[src/rtl/lsbpk_pkg.sv]
// Package for the LSB-first bit packer with interleaved gamma writer.
// Holds the request types, opcodes, controller states and the command/status
// structs shared by the controller, the datapath and the top level.
package lsbpk_pkg;

    // Default word size for the raw and gamma commands
    localparam int WORD_BITS_DEF = 64;

    // Opcodes of the input request
    localparam logic [1:0] OP_RAW    = 2'd0;
    localparam logic [1:0] OP_GAMMA  = 2'd1;
    localparam logic [1:0] OP_FINISH = 2'd2;

    // Input request payload
    typedef struct packed {
        logic [1:0]  opcode;
        logic [6:0]  width;
        logic [63:0] value;
    } in_req_t;

    // Output request payload
    typedef struct packed {
        logic [7:0] out_byte;
        logic       last_byte;
    } out_req_t;

    // Controller states
    typedef enum logic [1:0] {
        ST_IDLE,
        ST_NORM,
        ST_SEND,
        ST_FLUSH
    } state_t;

    // Commands from controller to datapath
    typedef struct packed {
        logic load_raw;
        logic load_gamma;
        logic shift_byte;
        logic shift_bit;
        logic step;
        logic flush;
    } cmd_t;

    // Status from datapath to controller
    typedef struct packed {
        logic raw_empty;
        logic val_zero;
        logic pend_any;
        logic top_byte_zero;
        logic top_bit_zero;
        logic step_done;
        logic slot_free;
    } stat_t;

endpackage

[src/rtl/lsbpk_ctrl.sv]
// Controller of the bit packer: sequences load, normalize, send and flush.
// Depends on lsbpk_pkg for the state, command and status types.
module lsbpk_ctrl (
    input  logic               clk,
    input  logic               rst_n,
    input  logic               in_valid,
    input  logic [1:0]         opcode,
    output logic               in_ready,
    input  lsbpk_pkg::stat_t   st,
    output lsbpk_pkg::cmd_t    cmd
);

    lsbpk_pkg::state_t state_reg;
    lsbpk_pkg::state_t state_next;

    // Hold the state
    always_ff @(posedge clk or negedge rst_n)
    begin
        if (!rst_n)
        begin
            state_reg <= lsbpk_pkg::ST_IDLE;
        end
        else
        begin
            state_reg <= state_next;
        end
    end

    // Decide next state and commands
    always_comb
    begin
        state_next = state_reg;
        cmd        = '0;
        in_ready   = 1'b0;
        case (state_reg)
            lsbpk_pkg::ST_IDLE:
            begin
                in_ready = 1'b1;
                if (in_valid)
                begin
                    case (opcode)
                        lsbpk_pkg::OP_RAW:
                        begin
                            cmd.load_raw = 1'b1;
                            state_next   = st.raw_empty ? lsbpk_pkg::ST_IDLE
                                                        : lsbpk_pkg::ST_SEND;
                        end
                        lsbpk_pkg::OP_GAMMA:
                        begin
                            cmd.load_gamma = 1'b1;
                            state_next     = st.val_zero ? lsbpk_pkg::ST_SEND
                                                         : lsbpk_pkg::ST_NORM;
                        end
                        lsbpk_pkg::OP_FINISH:
                        begin
                            state_next = st.pend_any ? lsbpk_pkg::ST_FLUSH
                                                     : lsbpk_pkg::ST_IDLE;
                        end
                        default:
                        begin
                            state_next = lsbpk_pkg::ST_IDLE;
                        end
                    endcase
                end
            end
            lsbpk_pkg::ST_NORM:
            begin
                // Bring the leading one to the top: bytes first, then bits
                if (st.top_byte_zero)
                begin
                    cmd.shift_byte = 1'b1;
                end
                else if (st.top_bit_zero)
                begin
                    cmd.shift_bit = 1'b1;
                end
                else
                begin
                    state_next = lsbpk_pkg::ST_SEND;
                end
            end
            lsbpk_pkg::ST_SEND:
            begin
                if (st.slot_free)
                begin
                    cmd.step = 1'b1;
                    if (st.step_done)
                    begin
                        state_next = lsbpk_pkg::ST_IDLE;
                    end
                end
            end
            lsbpk_pkg::ST_FLUSH:
            begin
                if (st.slot_free)
                begin
                    cmd.flush  = 1'b1;
                    state_next = lsbpk_pkg::ST_IDLE;
                end
            end
            default:
            begin
                state_next = lsbpk_pkg::ST_IDLE;
            end
        endcase
    end

`ifndef SYNTHESIS
    // A flush always returns to idle
    a_flush_idle: assert property (@(posedge clk) disable iff (!rst_n)
        cmd.flush |=> state_reg == lsbpk_pkg::ST_IDLE)
        else $error("flush did not return to idle");

    // Normalizing stops once the leading one is at the top
    a_norm_exit: assert property (@(posedge clk) disable iff (!rst_n)
        (state_reg == lsbpk_pkg::ST_NORM) && !st.top_byte_zero && !st.top_bit_zero
        |=> state_reg == lsbpk_pkg::ST_SEND)
        else $error("normalize did not hand over to send");

    // At most one datapath command per cycle
    a_cmd_onehot: assert property (@(posedge clk) disable iff (!rst_n)
        $onehot0(cmd))
        else $error("more than one datapath command");
`endif

endmodule

[src/rtl/lsbpk_dp.sv]
// Datapath of the bit packer: source shift register, pending bits and the
// output byte register. Depends on lsbpk_pkg for types and commands.
module lsbpk_dp #(
    parameter int WORD_BITS = lsbpk_pkg::WORD_BITS_DEF
) (
    input  logic                clk,
    input  logic                rst_n,
    input  lsbpk_pkg::in_req_t  in_data,
    input  lsbpk_pkg::cmd_t     cmd,
    output lsbpk_pkg::stat_t    st,
    output logic                out_valid,
    input  logic                out_ready,
    output lsbpk_pkg::out_req_t out_data
);

    localparam int CW = $clog2(WORD_BITS + 1);

    logic [6:0]           acc_reg, acc_next;
    logic [2:0]           cnt_reg, cnt_next;
    logic [CW-1:0]        rem_reg, rem_next;
    logic [WORD_BITS-1:0] sh_reg, sh_next;
    logic                 gamma_reg, gamma_next;
    logic                 out_valid_reg, out_valid_next;
    logic [7:0]           out_byte_reg, out_byte_next;
    logic                 out_last_reg, out_last_next;

    logic [WORD_BITS-1:0] in_word;
    logic [CW-1:0]        width_clamped;
    logic [3:0]           take;
    logic [7:0]           chunk_raw;
    logic [7:0]           chunk;
    logic [3:0]           ccount;
    logic [7:0]           mask;
    logic [CW-1:0]        rem_after;
    logic [CW:0]          src_after;
    logic [14:0]          merged;
    logic [3:0]           total;
    logic [CW+1:0]        tail;
    logic                 emit;
    logic                 last;
    logic                 slot_free;

    assign in_word       = in_data.value[WORD_BITS-1:0];
    assign width_clamped = (in_data.width > 7'(WORD_BITS)) ? CW'(WORD_BITS)
                                                           : in_data.width[CW-1:0];
    assign slot_free     = !out_valid_reg || out_ready;

    // Form one chunk of up to eight stream bits
    always_comb
    begin
        chunk_raw = '0;
        if (gamma_reg)
        begin
            take = (rem_reg >= CW'(4)) ? 4'd4 : 4'(rem_reg);
            // Data bit from the top, then its stop bit
            for (int j = 0; j < 4; j++)
            begin
                chunk_raw[2*j]   = sh_reg[WORD_BITS-1-j];
                chunk_raw[2*j+1] = (rem_reg == CW'(j + 1));
            end
            ccount = 4'({take, 1'b0});
        end
        else
        begin
            take      = (rem_reg >= CW'(8)) ? 4'd8 : 4'(rem_reg);
            chunk_raw = sh_reg[7:0];
            ccount    = take;
        end
        mask      = 8'((9'd1 << ccount) - 9'd1);
        chunk     = chunk_raw & mask;
        rem_after = rem_reg - CW'(take);
        src_after = gamma_reg ? {rem_after, 1'b0} : {1'b0, rem_after};
        merged    = {8'd0, acc_reg} | ({7'd0, chunk} << cnt_reg);
        total     = {1'b0, cnt_reg} + ccount;
        emit      = total[3];
        tail      = (CW+2)'(total[2:0]) + (CW+2)'(src_after);
        last      = tail < (CW+2)'(8);
    end

    // Status to the controller
    always_comb
    begin
        st.raw_empty     = (in_data.width == 7'd0);
        st.val_zero      = (in_word == '0);
        st.pend_any      = (cnt_reg != 3'd0);
        st.top_byte_zero = (sh_reg[WORD_BITS-1 -: 8] == 8'd0);
        st.top_bit_zero  = !sh_reg[WORD_BITS-1];
        st.step_done     = (rem_after == '0);
        st.slot_free     = slot_free;
    end

    // Next values of all registers
    always_comb
    begin
        acc_next       = acc_reg;
        cnt_next       = cnt_reg;
        rem_next       = rem_reg;
        sh_next        = sh_reg;
        gamma_next     = gamma_reg;
        out_valid_next = out_valid_reg && !out_ready;
        out_byte_next  = out_byte_reg;
        out_last_next  = out_last_reg;

        if (cmd.load_raw)
        begin
            gamma_next = 1'b0;
            sh_next    = in_word;
            rem_next   = width_clamped;
        end
        else if (cmd.load_gamma)
        begin
            // Zero encodes as a single 0 bit: send it as a one-bit raw field
            if (in_word == '0)
            begin
                gamma_next = 1'b0;
                sh_next    = '0;
                rem_next   = CW'(1);
            end
            else
            begin
                gamma_next = 1'b1;
                sh_next    = in_word;
                rem_next   = CW'(WORD_BITS);
            end
        end
        else if (cmd.shift_byte)
        begin
            sh_next  = sh_reg << 8;
            rem_next = rem_reg - CW'(8);
        end
        else if (cmd.shift_bit)
        begin
            sh_next  = sh_reg << 1;
            rem_next = rem_reg - CW'(1);
        end
        else if (cmd.step)
        begin
            sh_next  = gamma_reg ? (sh_reg << 4) : (sh_reg >> 8);
            rem_next = rem_after;
            cnt_next = total[2:0];
            acc_next = emit ? merged[14:8] : merged[6:0];
            if (emit)
            begin
                out_valid_next = 1'b1;
                out_byte_next  = merged[7:0];
                out_last_next  = last;
            end
        end
        else if (cmd.flush)
        begin
            out_valid_next = 1'b1;
            out_byte_next  = {1'b0, acc_reg};
            out_last_next  = 1'b1;
            acc_next       = '0;
            cnt_next       = '0;
        end
    end

    // Control and pending state
    always_ff @(posedge clk or negedge rst_n)
    begin
        if (!rst_n)
        begin
            acc_reg       <= '0;
            cnt_reg       <= '0;
            rem_reg       <= '0;
            gamma_reg     <= 1'b0;
            out_valid_reg <= 1'b0;
        end
        else
        begin
            acc_reg       <= acc_next;
            cnt_reg       <= cnt_next;
            rem_reg       <= rem_next;
            gamma_reg     <= gamma_next;
            out_valid_reg <= out_valid_next;
        end
    end

    // Payload registers
    always_ff @(posedge clk)
    begin
        sh_reg       <= sh_next;
        out_byte_reg <= out_byte_next;
        out_last_reg <= out_last_next;
    end

    assign out_valid          = out_valid_reg;
    assign out_data.out_byte  = out_byte_reg;
    assign out_data.last_byte = out_last_reg;

`ifndef SYNTHESIS
    // Never advance into an occupied output register
    a_step_slot: assert property (@(posedge clk) disable iff (!rst_n)
        (cmd.step || cmd.flush) |-> slot_free)
        else $error("output register overwritten");

    // Flush only with bits pending, and it leaves none
    a_flush_pend: assert property (@(posedge clk) disable iff (!rst_n)
        cmd.flush |-> cnt_reg != 3'd0)
        else $error("flush with nothing pending");

    a_flush_out: assert property (@(posedge clk) disable iff (!rst_n)
        cmd.flush |=> (cnt_reg == 3'd0) && out_valid_reg && out_last_reg)
        else $error("flush did not produce a final byte");

    // Normalizing never runs on an empty word
    a_norm_nonzero: assert property (@(posedge clk) disable iff (!rst_n)
        (cmd.shift_byte || cmd.shift_bit) |-> (sh_reg != '0) && gamma_reg)
        else $error("normalize on zero word");
`endif

endmodule

[src/rtl/lsb_first_bit_packer_gamma_writer.sv]
// LSB-first bit packer with interleaved gamma writer, top level.
// A completed byte is written into the output register by the step that completes it;
// a request is taken in idle only, in the cycle after the last step of the one before.
// Raw requests send up to 8 bits per step; gamma requests first normalize with up to 14
// byte and bit shifts, then send 4 data bits per step; zero sends one bit; finish flushes
// only with bits pending; a full output register stalls the steps.
// Reset (rst_n, async, low) clears pending bits, the controller and output valid.
module lsb_first_bit_packer_gamma_writer #(
    parameter int WORD_BITS = lsbpk_pkg::WORD_BITS_DEF
) (
    input  logic                clk,
    input  logic                rst_n,
    input  logic                in_valid,
    output logic                in_ready,
    input  lsbpk_pkg::in_req_t  in_data,
    output logic                out_valid,
    input  logic                out_ready,
    output lsbpk_pkg::out_req_t out_data
);

    lsbpk_pkg::cmd_t  cmd;
    lsbpk_pkg::stat_t st;

    // Sequence the request
    lsbpk_ctrl u_ctrl (
        .clk      (clk),
        .rst_n    (rst_n),
        .in_valid (in_valid),
        .opcode   (in_data.opcode),
        .in_ready (in_ready),
        .st       (st),
        .cmd      (cmd)
    );

    // Pack bits and hold the output byte
    lsbpk_dp #(
        .WORD_BITS (WORD_BITS)
    ) u_dp (
        .clk       (clk),
        .rst_n     (rst_n),
        .in_data   (in_data),
        .cmd       (cmd),
        .st        (st),
        .out_valid (out_valid),
        .out_ready (out_ready),
        .out_data  (out_data)
    );

endmodule

[config.mk]
export PLATFORM = sky130hd
export DESIGN_NAME = lsb_first_bit_packer_gamma_writer
export DESIGN_NICKNAME = d
export VERILOG_FILES = /design/src/rtl/lsbpk_pkg.sv /design/src/rtl/lsbpk_ctrl.sv /design/src/rtl/lsbpk_dp.sv /design/src/rtl/lsb_first_bit_packer_gamma_writer.sv
export SDC_FILE = /design/constraint.sdc
export NUM_CORES = 1
export LEC_CHECK = 0
export BUFFER_PORTS_ARGS = -buffer_cell sky130_fd_sc_hd__buf_2
export CORE_MARGIN = 2
export CORE_UTILIZATION = 54
export DETAILED_ROUTE_END_ITERATION = 6
export HOLD_SLACK_MARGIN = 0.1
export PLACE_DENSITY = 0.78
export SYNTH_ARGS = -nofsm -noshare
export SYNTH_HDL_FRONTEND = slang
export SYNTH_SLANG_ARGS = --single-unit
[constraint.sdc]
create_clock -name clk -period 3.4 [get_ports clk]
set_input_delay 0.85 -clock clk [delete_from_list [all_inputs] [get_ports clk]]
set_output_delay 0.85 -clock clk [all_outputs]
set_load 0.03 [all_outputs]
==> summary.txt, run 1 <==
Run status
  – Status: completed

Global route
  – GR Util met3: between 4 and 5%
  – Largest net degree at the start of global routing: 72
  – Vias in the first global route: between 6000 and 7000
  – Initial antenna violation count: 0
  – GRT Total Usage: a little under a third
  – GR Util met2: a little under half
  – GRT Max-Usage Layer: met2
  – GR Layer Usage met1: between 40% and 50%
  – Global-route wire length before repair: 34400 µm
  – Total congestion overflow: 0

Power
  – P per Cell Area: 1120 mW/mm²
  – Peak supply drop: ~1200 µV
  – Lkg Pwr: about 3.2 nW

Worst setup path
  – Worst setup path startpoint: u_dp.rem_reg[4]
  – CP Capture Type: flip-flop
  – CP max-delay cell: or3b_4
  – Bufs and invs on worst path: 1
  – R2R depth: 13
  – Crit Path Max Fanout: 10
  – Worst-path cell chain: inv_1, ha_2, or3b_4, nor2_1, a21oi_1, ha_1, nor2b_1, o21ai_1, nand2b_1, xnor2_1, nor2_1, nand3_1, o41ai_4
  – Worst setup path class: reg -> reg
  – Critical Path Max Stage Delay: around 460 ps
  – Crit path depth: 13
  – Cell mode on critical path: nor2_1
  – Worst path arrival time: between 3000 and 4000 ps
  – Worst reg2reg path startpoint: u_dp.rem_reg[4]
  – Worst Setup EP: u_dp.out_last_reg
  – Crit-path leading delay family: simple AND/OR/NAND/NOR gates
  – Crit path required time: 3560 ps
  – FF-to-FF End: u_dp.out_last_reg
  – Startpoint Class: flip-flop
  – Flop-to-flop setup slack: roughly 160 ps

STA
  – Hold violation count in the final report: 0
  – Least-Margin Pin Slew: about 610 ps
  – Fmax: roughly 0.3 GHz
  – TNS Setup: 0 ps
  – Max_slew headroom: approximately three fifths
  – Part of the cycle the worst path needs: a little over nine tenths
  – Final setup viols: 0
  – Final setup skew: ~13 ps
  – Max-slew violations: 0
  – Setup ws final: 165 ps
  – Min Tclk post-route: between 3000 and 4000 ps

Final layout
  – Fill cells: 1089
  – Share of layout cells above drive strength 1: a little under a quarter
  – Number of flip-flops in the largest register: 64
  – Layout Nets: between 900 and 1000
  – Diode count: 0
  – Layout area overhead: 16.9%

Synthesis
  – Netlist Area Pre-Place: ~0.007 mm²
  – Seq/Total Area, Yosys: a little under two fifths
  – Yosys top cell area share: 31.0%
  – Cell taking the most area after synthesis: edfxtp_1
  – Largest cells by area after synthesis: edfxtp_1 31%, mux2i_1 8.5%, a221o_1 8.1%, dfrtp_1 7.4%, a211oi_1 6.2%
  – Post-Syn Nets: 839
  – Unique masters post-synth: 72
  – Synth async-reset ratio: ~22%
  – EDFF count, synth: between 70 and 80
  – Mapped Avg Cell Area: 9.51 µm²
  – #FFs+latches synth: between 90 and 100
  – Main synth FF type: edfxtp_1
  – Cells after Synth: around 740
  – Number of synthesis warnings: 0

Placement
  – IO buf count: 87
  – Final Wtd Congestion: between 0.9 and 1
  – DP Wirelength: between 15000 and 20000 µm
  – DP Worst Slack: -97.2 ps

Floorplan
  – IO Count: 88
  – Die X: 118 µm
  – Die ar.: around 0.014 mm²
  – Core area: approximately 0.013 mm²
  – Starting density of the core: approximately 56%
  – Row cnt: 41
  – Die H: roughly 120 µm

Routing
  – DR DRC count: 0
  – Avg Vias per Cell: 7.05
  – Final ANT Viol Nets: 0
  – DR WL/cell: 22.2 µm
  – Via count: about 7000
  – Drt total wl: 22200 µm
  – Detailed Route Iter0 Violations: around 1100
  – Detailed Routing Iterations Pass 1: 6

Job
  – Max Cap Viol: 0

Clock tree
  – CTS root buf: clkbuf_16
  – H-tree depth: 3
  – Clock Pin Slew Worst Setup and Hold Paths: about 70 ps
  – TritonCTS buffer count: 9
  – Hold-fix buffers at CTS: 0
  – Clk_lat worst skew: around 360 ps
  – Clk sinks: 94
  – CTS tree: yes
  – Worst-case clock buffer depth: 2

Hold path
  – Hold WC Path Type: in -> async
[how the worst min path moves through the flow]
stage                          from               to  slack, ps  cells after the start
finish                        rst_n  u_dp.rem_reg[5]        470                      1
global route                  rst_n  u_dp.rem_reg[3]        500                      1
CTS                           rst_n  u_dp.rem_reg[0]        480                      1
detailed placement  u_dp.acc_reg[6]  u_dp.acc_reg[6]        480                      2
global placement    u_dp.acc_reg[6]  u_dp.acc_reg[6]        480                      2
floorplan           u_dp.acc_reg[6]  u_dp.acc_reg[6]        450                      2
[through the flow]
step | hold slack (ps) | util, % | power [W] | std cells | cell area (µm²)
final | 468 | 65.0 | 0.00925 | 998 | 8270
after global routing | 497 | 65.0 | 0.00978 | 998 | 8270
after CTS | 481 | 64.2 | 0.00896 | 995 | 8170
after detailed placement | 477 | 61.7 | 0.00784 | 979 | 7850
after global placement | 480 | 61.7 | 0.00770 | 979 | 7850
after floorplan | 450 | - | 0.00639 | 744 | 7090
[report_power, final]
group / total, W / leakage, nW / internal (W) / switching [W]
sequential: 0.00307 / 0.977 / 0.00225 / 0.000824
combinational: 0.00510 / 2.06 / 0.00223 / 0.00288
clock: 0.00107 / 0.144 / 0.000581 / 0.000492
[synth_stat cells (5+ instances only)]
master,number
and3_1,8
a221o_1,57
ha_1,16
nor3_1,9
edfxtp_1,73
nor4_1,22
a21oi_1,36
xnor2_1,5
buf_1,12
nand3_1,23
a32oi_1,5
inv_2,5
nor2b_1,6
a211oi_1,58
nand2_1,50
dfrtp_1,21
o21ai_0,25
o22ai_1,5
nor2_1,79
nand2b_1,8
nand4_1,7
o211ai_1,5
mux2i_1,60
clkbuf_1,43
a211o_1,5
a31oi_1,5
inv_1,14
[layout by cell type, fill, tap and decap left out, types with 6 or more instances in the layout]
cell type	instances
buf_4	35
nor4_1	21
a21oi_1	34
inv_1	13
a211oi_1	57
mux2i_1	60
nor3_1	8
buf_2	87
nand3_1	23
ha_1	13
nand2_1	48
edfxtp_1	73
dfrtp_1	18
and3_1	8
nor2_1	77
nor2b_1	6
a221o_1	57
o21ai_0	22
nand4_1	7
nand2b_1	8
clkbuf_16	9
o21ai_1	6
[worst register-to-register path: cells and delay by family (launching register included)]
family          cells  cell delay [ps]
compound gates      3              610
xor+xnor            1              150
fa+ha+maj           2              560
buf+inv             1              110
flops               1              380
simple gates        6             1240
[area by class of cell]
cell class              instances  area [µm²]  share of cell area (%)
multi-input cells             570        4150                    50.2
flip-flops and latches         94        2720                    32.9
repair buffers                127         798                    9.65
clock buffers                   9         225                    2.72
well taps                     172         215                    2.60
clock inverters                 7        80.1                   0.968
inverters                      19        75.1                   0.908
[logic make-up (layout without fill, tap and decap cells)]
family	count (synthesis)	count (layout)	share of synthesized area, %
XOR/XNOR	9	9	1.11
AND/OR/NAND/NOR	231	231	15.8
flip-flops	94	94	38.4
adder cells (fa/ha/maj)	18	18	3.39
buffers and inverters	80	162	4.56
multiplexers	67	67	9.97
AO/OA/AOI/OAI	245	245	26.8
[per-layer routing]
metal  part of all wire (%)  routed length, µm
met1                     43               9430
met2                     45              10000
met3                    9.8               2170
met4                    2.5                558
met5                      0                  0
[timing repair]
action | in CTS | in global routing
pin swaps | 0 | 6
hold endpoints to repair | 0 | 0
setup buffers | 0 | 3
endpoints found under the setup margin | 1 | 24
resized for setup | 1 | 22
cloned | 0 | 0
No activity file was read; power rests on OpenSTA's default activity.
==> run 2: changes to the inputs <==
CORE_UTILIZATION = 57   (was 54)
CTS_BUF_LIST = sky130_fd_sc_hd__clkbuf_16   (was unset)
PLACE_DENSITY = 0.79   (was 0.78)
clock period = 3.58 ns   (was 3.4 ns; I/O delays follow)
==> run 2 against run 1 <==
  * Critical path depth rose by 1
  * Largest power group unchanged
  * Cell count fell by 1.6%
  * Register-to-register slack barely moved
==> summary.txt, run 2 (synthesis gave the netlist of run 1 again) <==
Floorplan
  – Die H: around 120 µm
  – IO Count: 88
  – Row cnt: 40
  – Starting density of the core: between 50% and 60%
  – Die X: ~120 µm
  – Die ar.: 0.0133 mm²
  – Core area: about 0.012 mm²

Worst setup path
  – Crit path required time: around 3700 ps
  – Flop-to-flop setup slack: between 150 and 200 ps
  – Crit Path Max Fanout: 7
  – CP Capture Type: flip-flop
  – Startpoint Class: flip-flop
  – Worst setup path class: reg -> reg
  – Worst path arrival time: ~3600 ps
  – R2R depth: 14
  – FF-to-FF End: u_dp.out_last_reg
  – Worst reg2reg path startpoint: u_dp.rem_reg[1]

Routing
  – DR WL/cell: ~23 µm
  – Final ANT Viol Nets: 0
  – Detailed Routing Iterations Pass 1: 5
  – Detailed Route Iter0 Violations: about 770
  – Drt total wl: 22300 µm
  – Via count: about 7000
  – DR DRC count: 0
  – Avg Vias per Cell: 7.11

Clock tree
  – TritonCTS buffer count: 9
  – Clk sinks: 94
  – H-tree depth: 3
  – CTS tree: yes
  – Hold-fix buffers at CTS: 0
  – Clk_lat worst skew: roughly 360 ps
  – Cts repair resizes: 0
  – Post-CTS Repair Setup Buffers: 0
  – CTS root buf: clkbuf_16
  – Worst-case clock buffer depth: 2
  – Clock Pin Slew Worst Setup and Hold Paths: about 70 ps

STA
  – Min Tclk post-route: about 3400 ps
  – Setup ws final: between 150 and 200 ps
  – TNS Setup: 0 ps
  – Final setup skew: between 10 and 15 ps
  – Fmax: just under 0.3 GHz
  – Hold violation count in the final report: 0
  – Max_slew headroom: about 45%
  – Least-Margin Pin Slew: ~830 ps
  – Final setup viols: 0
  – Part of the cycle the worst path needs: 95.5%
  – Max-slew violations: 0

Final layout
  – Diode count: 0
  – Fill cells: 977
  – Layout Nets: about 900
  – Fin area: approximately 0.0081 mm²
  – Commonest non-fill, non-tap cells in the layout: 87 x buf_2, 78 x nor2_1, 73 x edfxtp_1
  – Number of flip-flops in the largest register: 64
  – Final Util: about two thirds
  – Layout area overhead: 14.5%
  – Leading cell type in the layout, fill and taps excluded: buf_2
  – Fin cells: approximately 980
  – Share of layout cells above drive strength 1: ~19%

Global route
  – Global-route wire length before repair: 35400 µm
  – GRT Total Usage: ~34%
  – Vias in the first global route: 6734
  – Largest net degree at the start of global routing: 66
  – Initial antenna violation count: 0
  – Total congestion overflow: 0

Placement
  – Placed Area: 0.00778 mm²
  – DP Wirelength: approximately 16000 µm
  – Cells after DPL: slightly below 1000
  – DP Worst Slack: approximately 130 ps
  – IO buf count: 87
  – Final Wtd Congestion: 0.984

Job
  – Max Cap Viol: 0

Power
  – P per Cell Area: 1060 mW/mm²
  – Peak supply drop: approximately 640 µV
  – Lkg Pwr: around 3.1 nW

Hold path
  – Hold worst-path end: u_dp.acc_reg[6]
  – Hold Path Cell Cnt: 2
  – Hold WC Path Type: reg -> reg
  – Hold Crit Start: u_dp.acc_reg[6]

Run status
  – Status: completed
## run 2: cell count changes in the layout (fill, tap and decap cells not counted), moves of 3 or more
cell / previous run / this run
o21ai_0: 22 / 25
ha_1: 13 / 16
inv_1: 13 / 16
o21ai_1: 6 / 3
buf_4: 35 / 23
## run 2: stage by stage
stage | hold WS (ps) | power, W
3_5_place_dp | 467 | 0.00744
5_1_grt | 548 | 0.00912
4_1_cts | 485 | 0.00849
6_report | 512 | 0.00862
3_3_place_gp | 468 | 0.00734
2_1_floorplan | 450 | 0.00607
## run 2: layout make-up
class / count / area, µm² / area share [%]
clock inverter: 7 / 83.8 / 1.03
clock buffer: 9 / 225 / 2.78
multi-input combinational: 570 / 4080 / 50.3
tap: 168 / 210 / 2.59
sequential: 94 / 2720 / 33.6
inverter: 19 / 75.1 / 0.927
timing repair buffer: 115 / 708 / 8.74
## run 2: power by group
| part | internal, W | switching [W] | total (W) |
|---|---|---|---|
| clock network | 0.000604 | 0.000425 | 0.00103 |
| logic | 0.00201 | 0.00263 | 0.00465 |
| registers | 0.00214 | 0.000811 | 0.00295 |
| total | 0.00475 | 0.00387 | 0.00862 |
## run 2: per-layer routing
layer	vias to the layer above	share of wire [%]	global-route usage (%)
li1	3102	-	-
met1	3358	39	44.2
met2	455	49	56.3
met3	66	9.1	5.86
met4	0	3.2	12.0
met5	-	0	0
## run 2: worst max-delay path: stages (launching register included)
cell	delay (ps)
dfrtp_1	390
inv_2	150
ha_1	290
and4bb_4	310
o21ai_0	110
and3_1	210
inv_1	60
ha_1	220
nor2b_1	130
o21ai_0	240
a21oi_1	140
nor3_1	200
xnor2_1	210
nand3_1	140
o41ai_2	410
## run 2: worst max-delay path by stage
stage,slack [ps],endpoint,start
2_1_floorplan,190,u_dp.out_last_reg,u_dp.gamma_reg
6_report,160,u_dp.out_last_reg,u_dp.rem_reg[1]
3_5_place_dp,130,u_dp.out_last_reg,u_dp.rem_reg[1]
4_1_cts,100,u_dp.out_last_reg,u_dp.rem_reg[1]
3_3_place_gp,290,u_dp.sh_reg[20],in_data[33]
5_1_grt,-10,u_dp.acc_reg[6],u_dp.rem_reg[3]
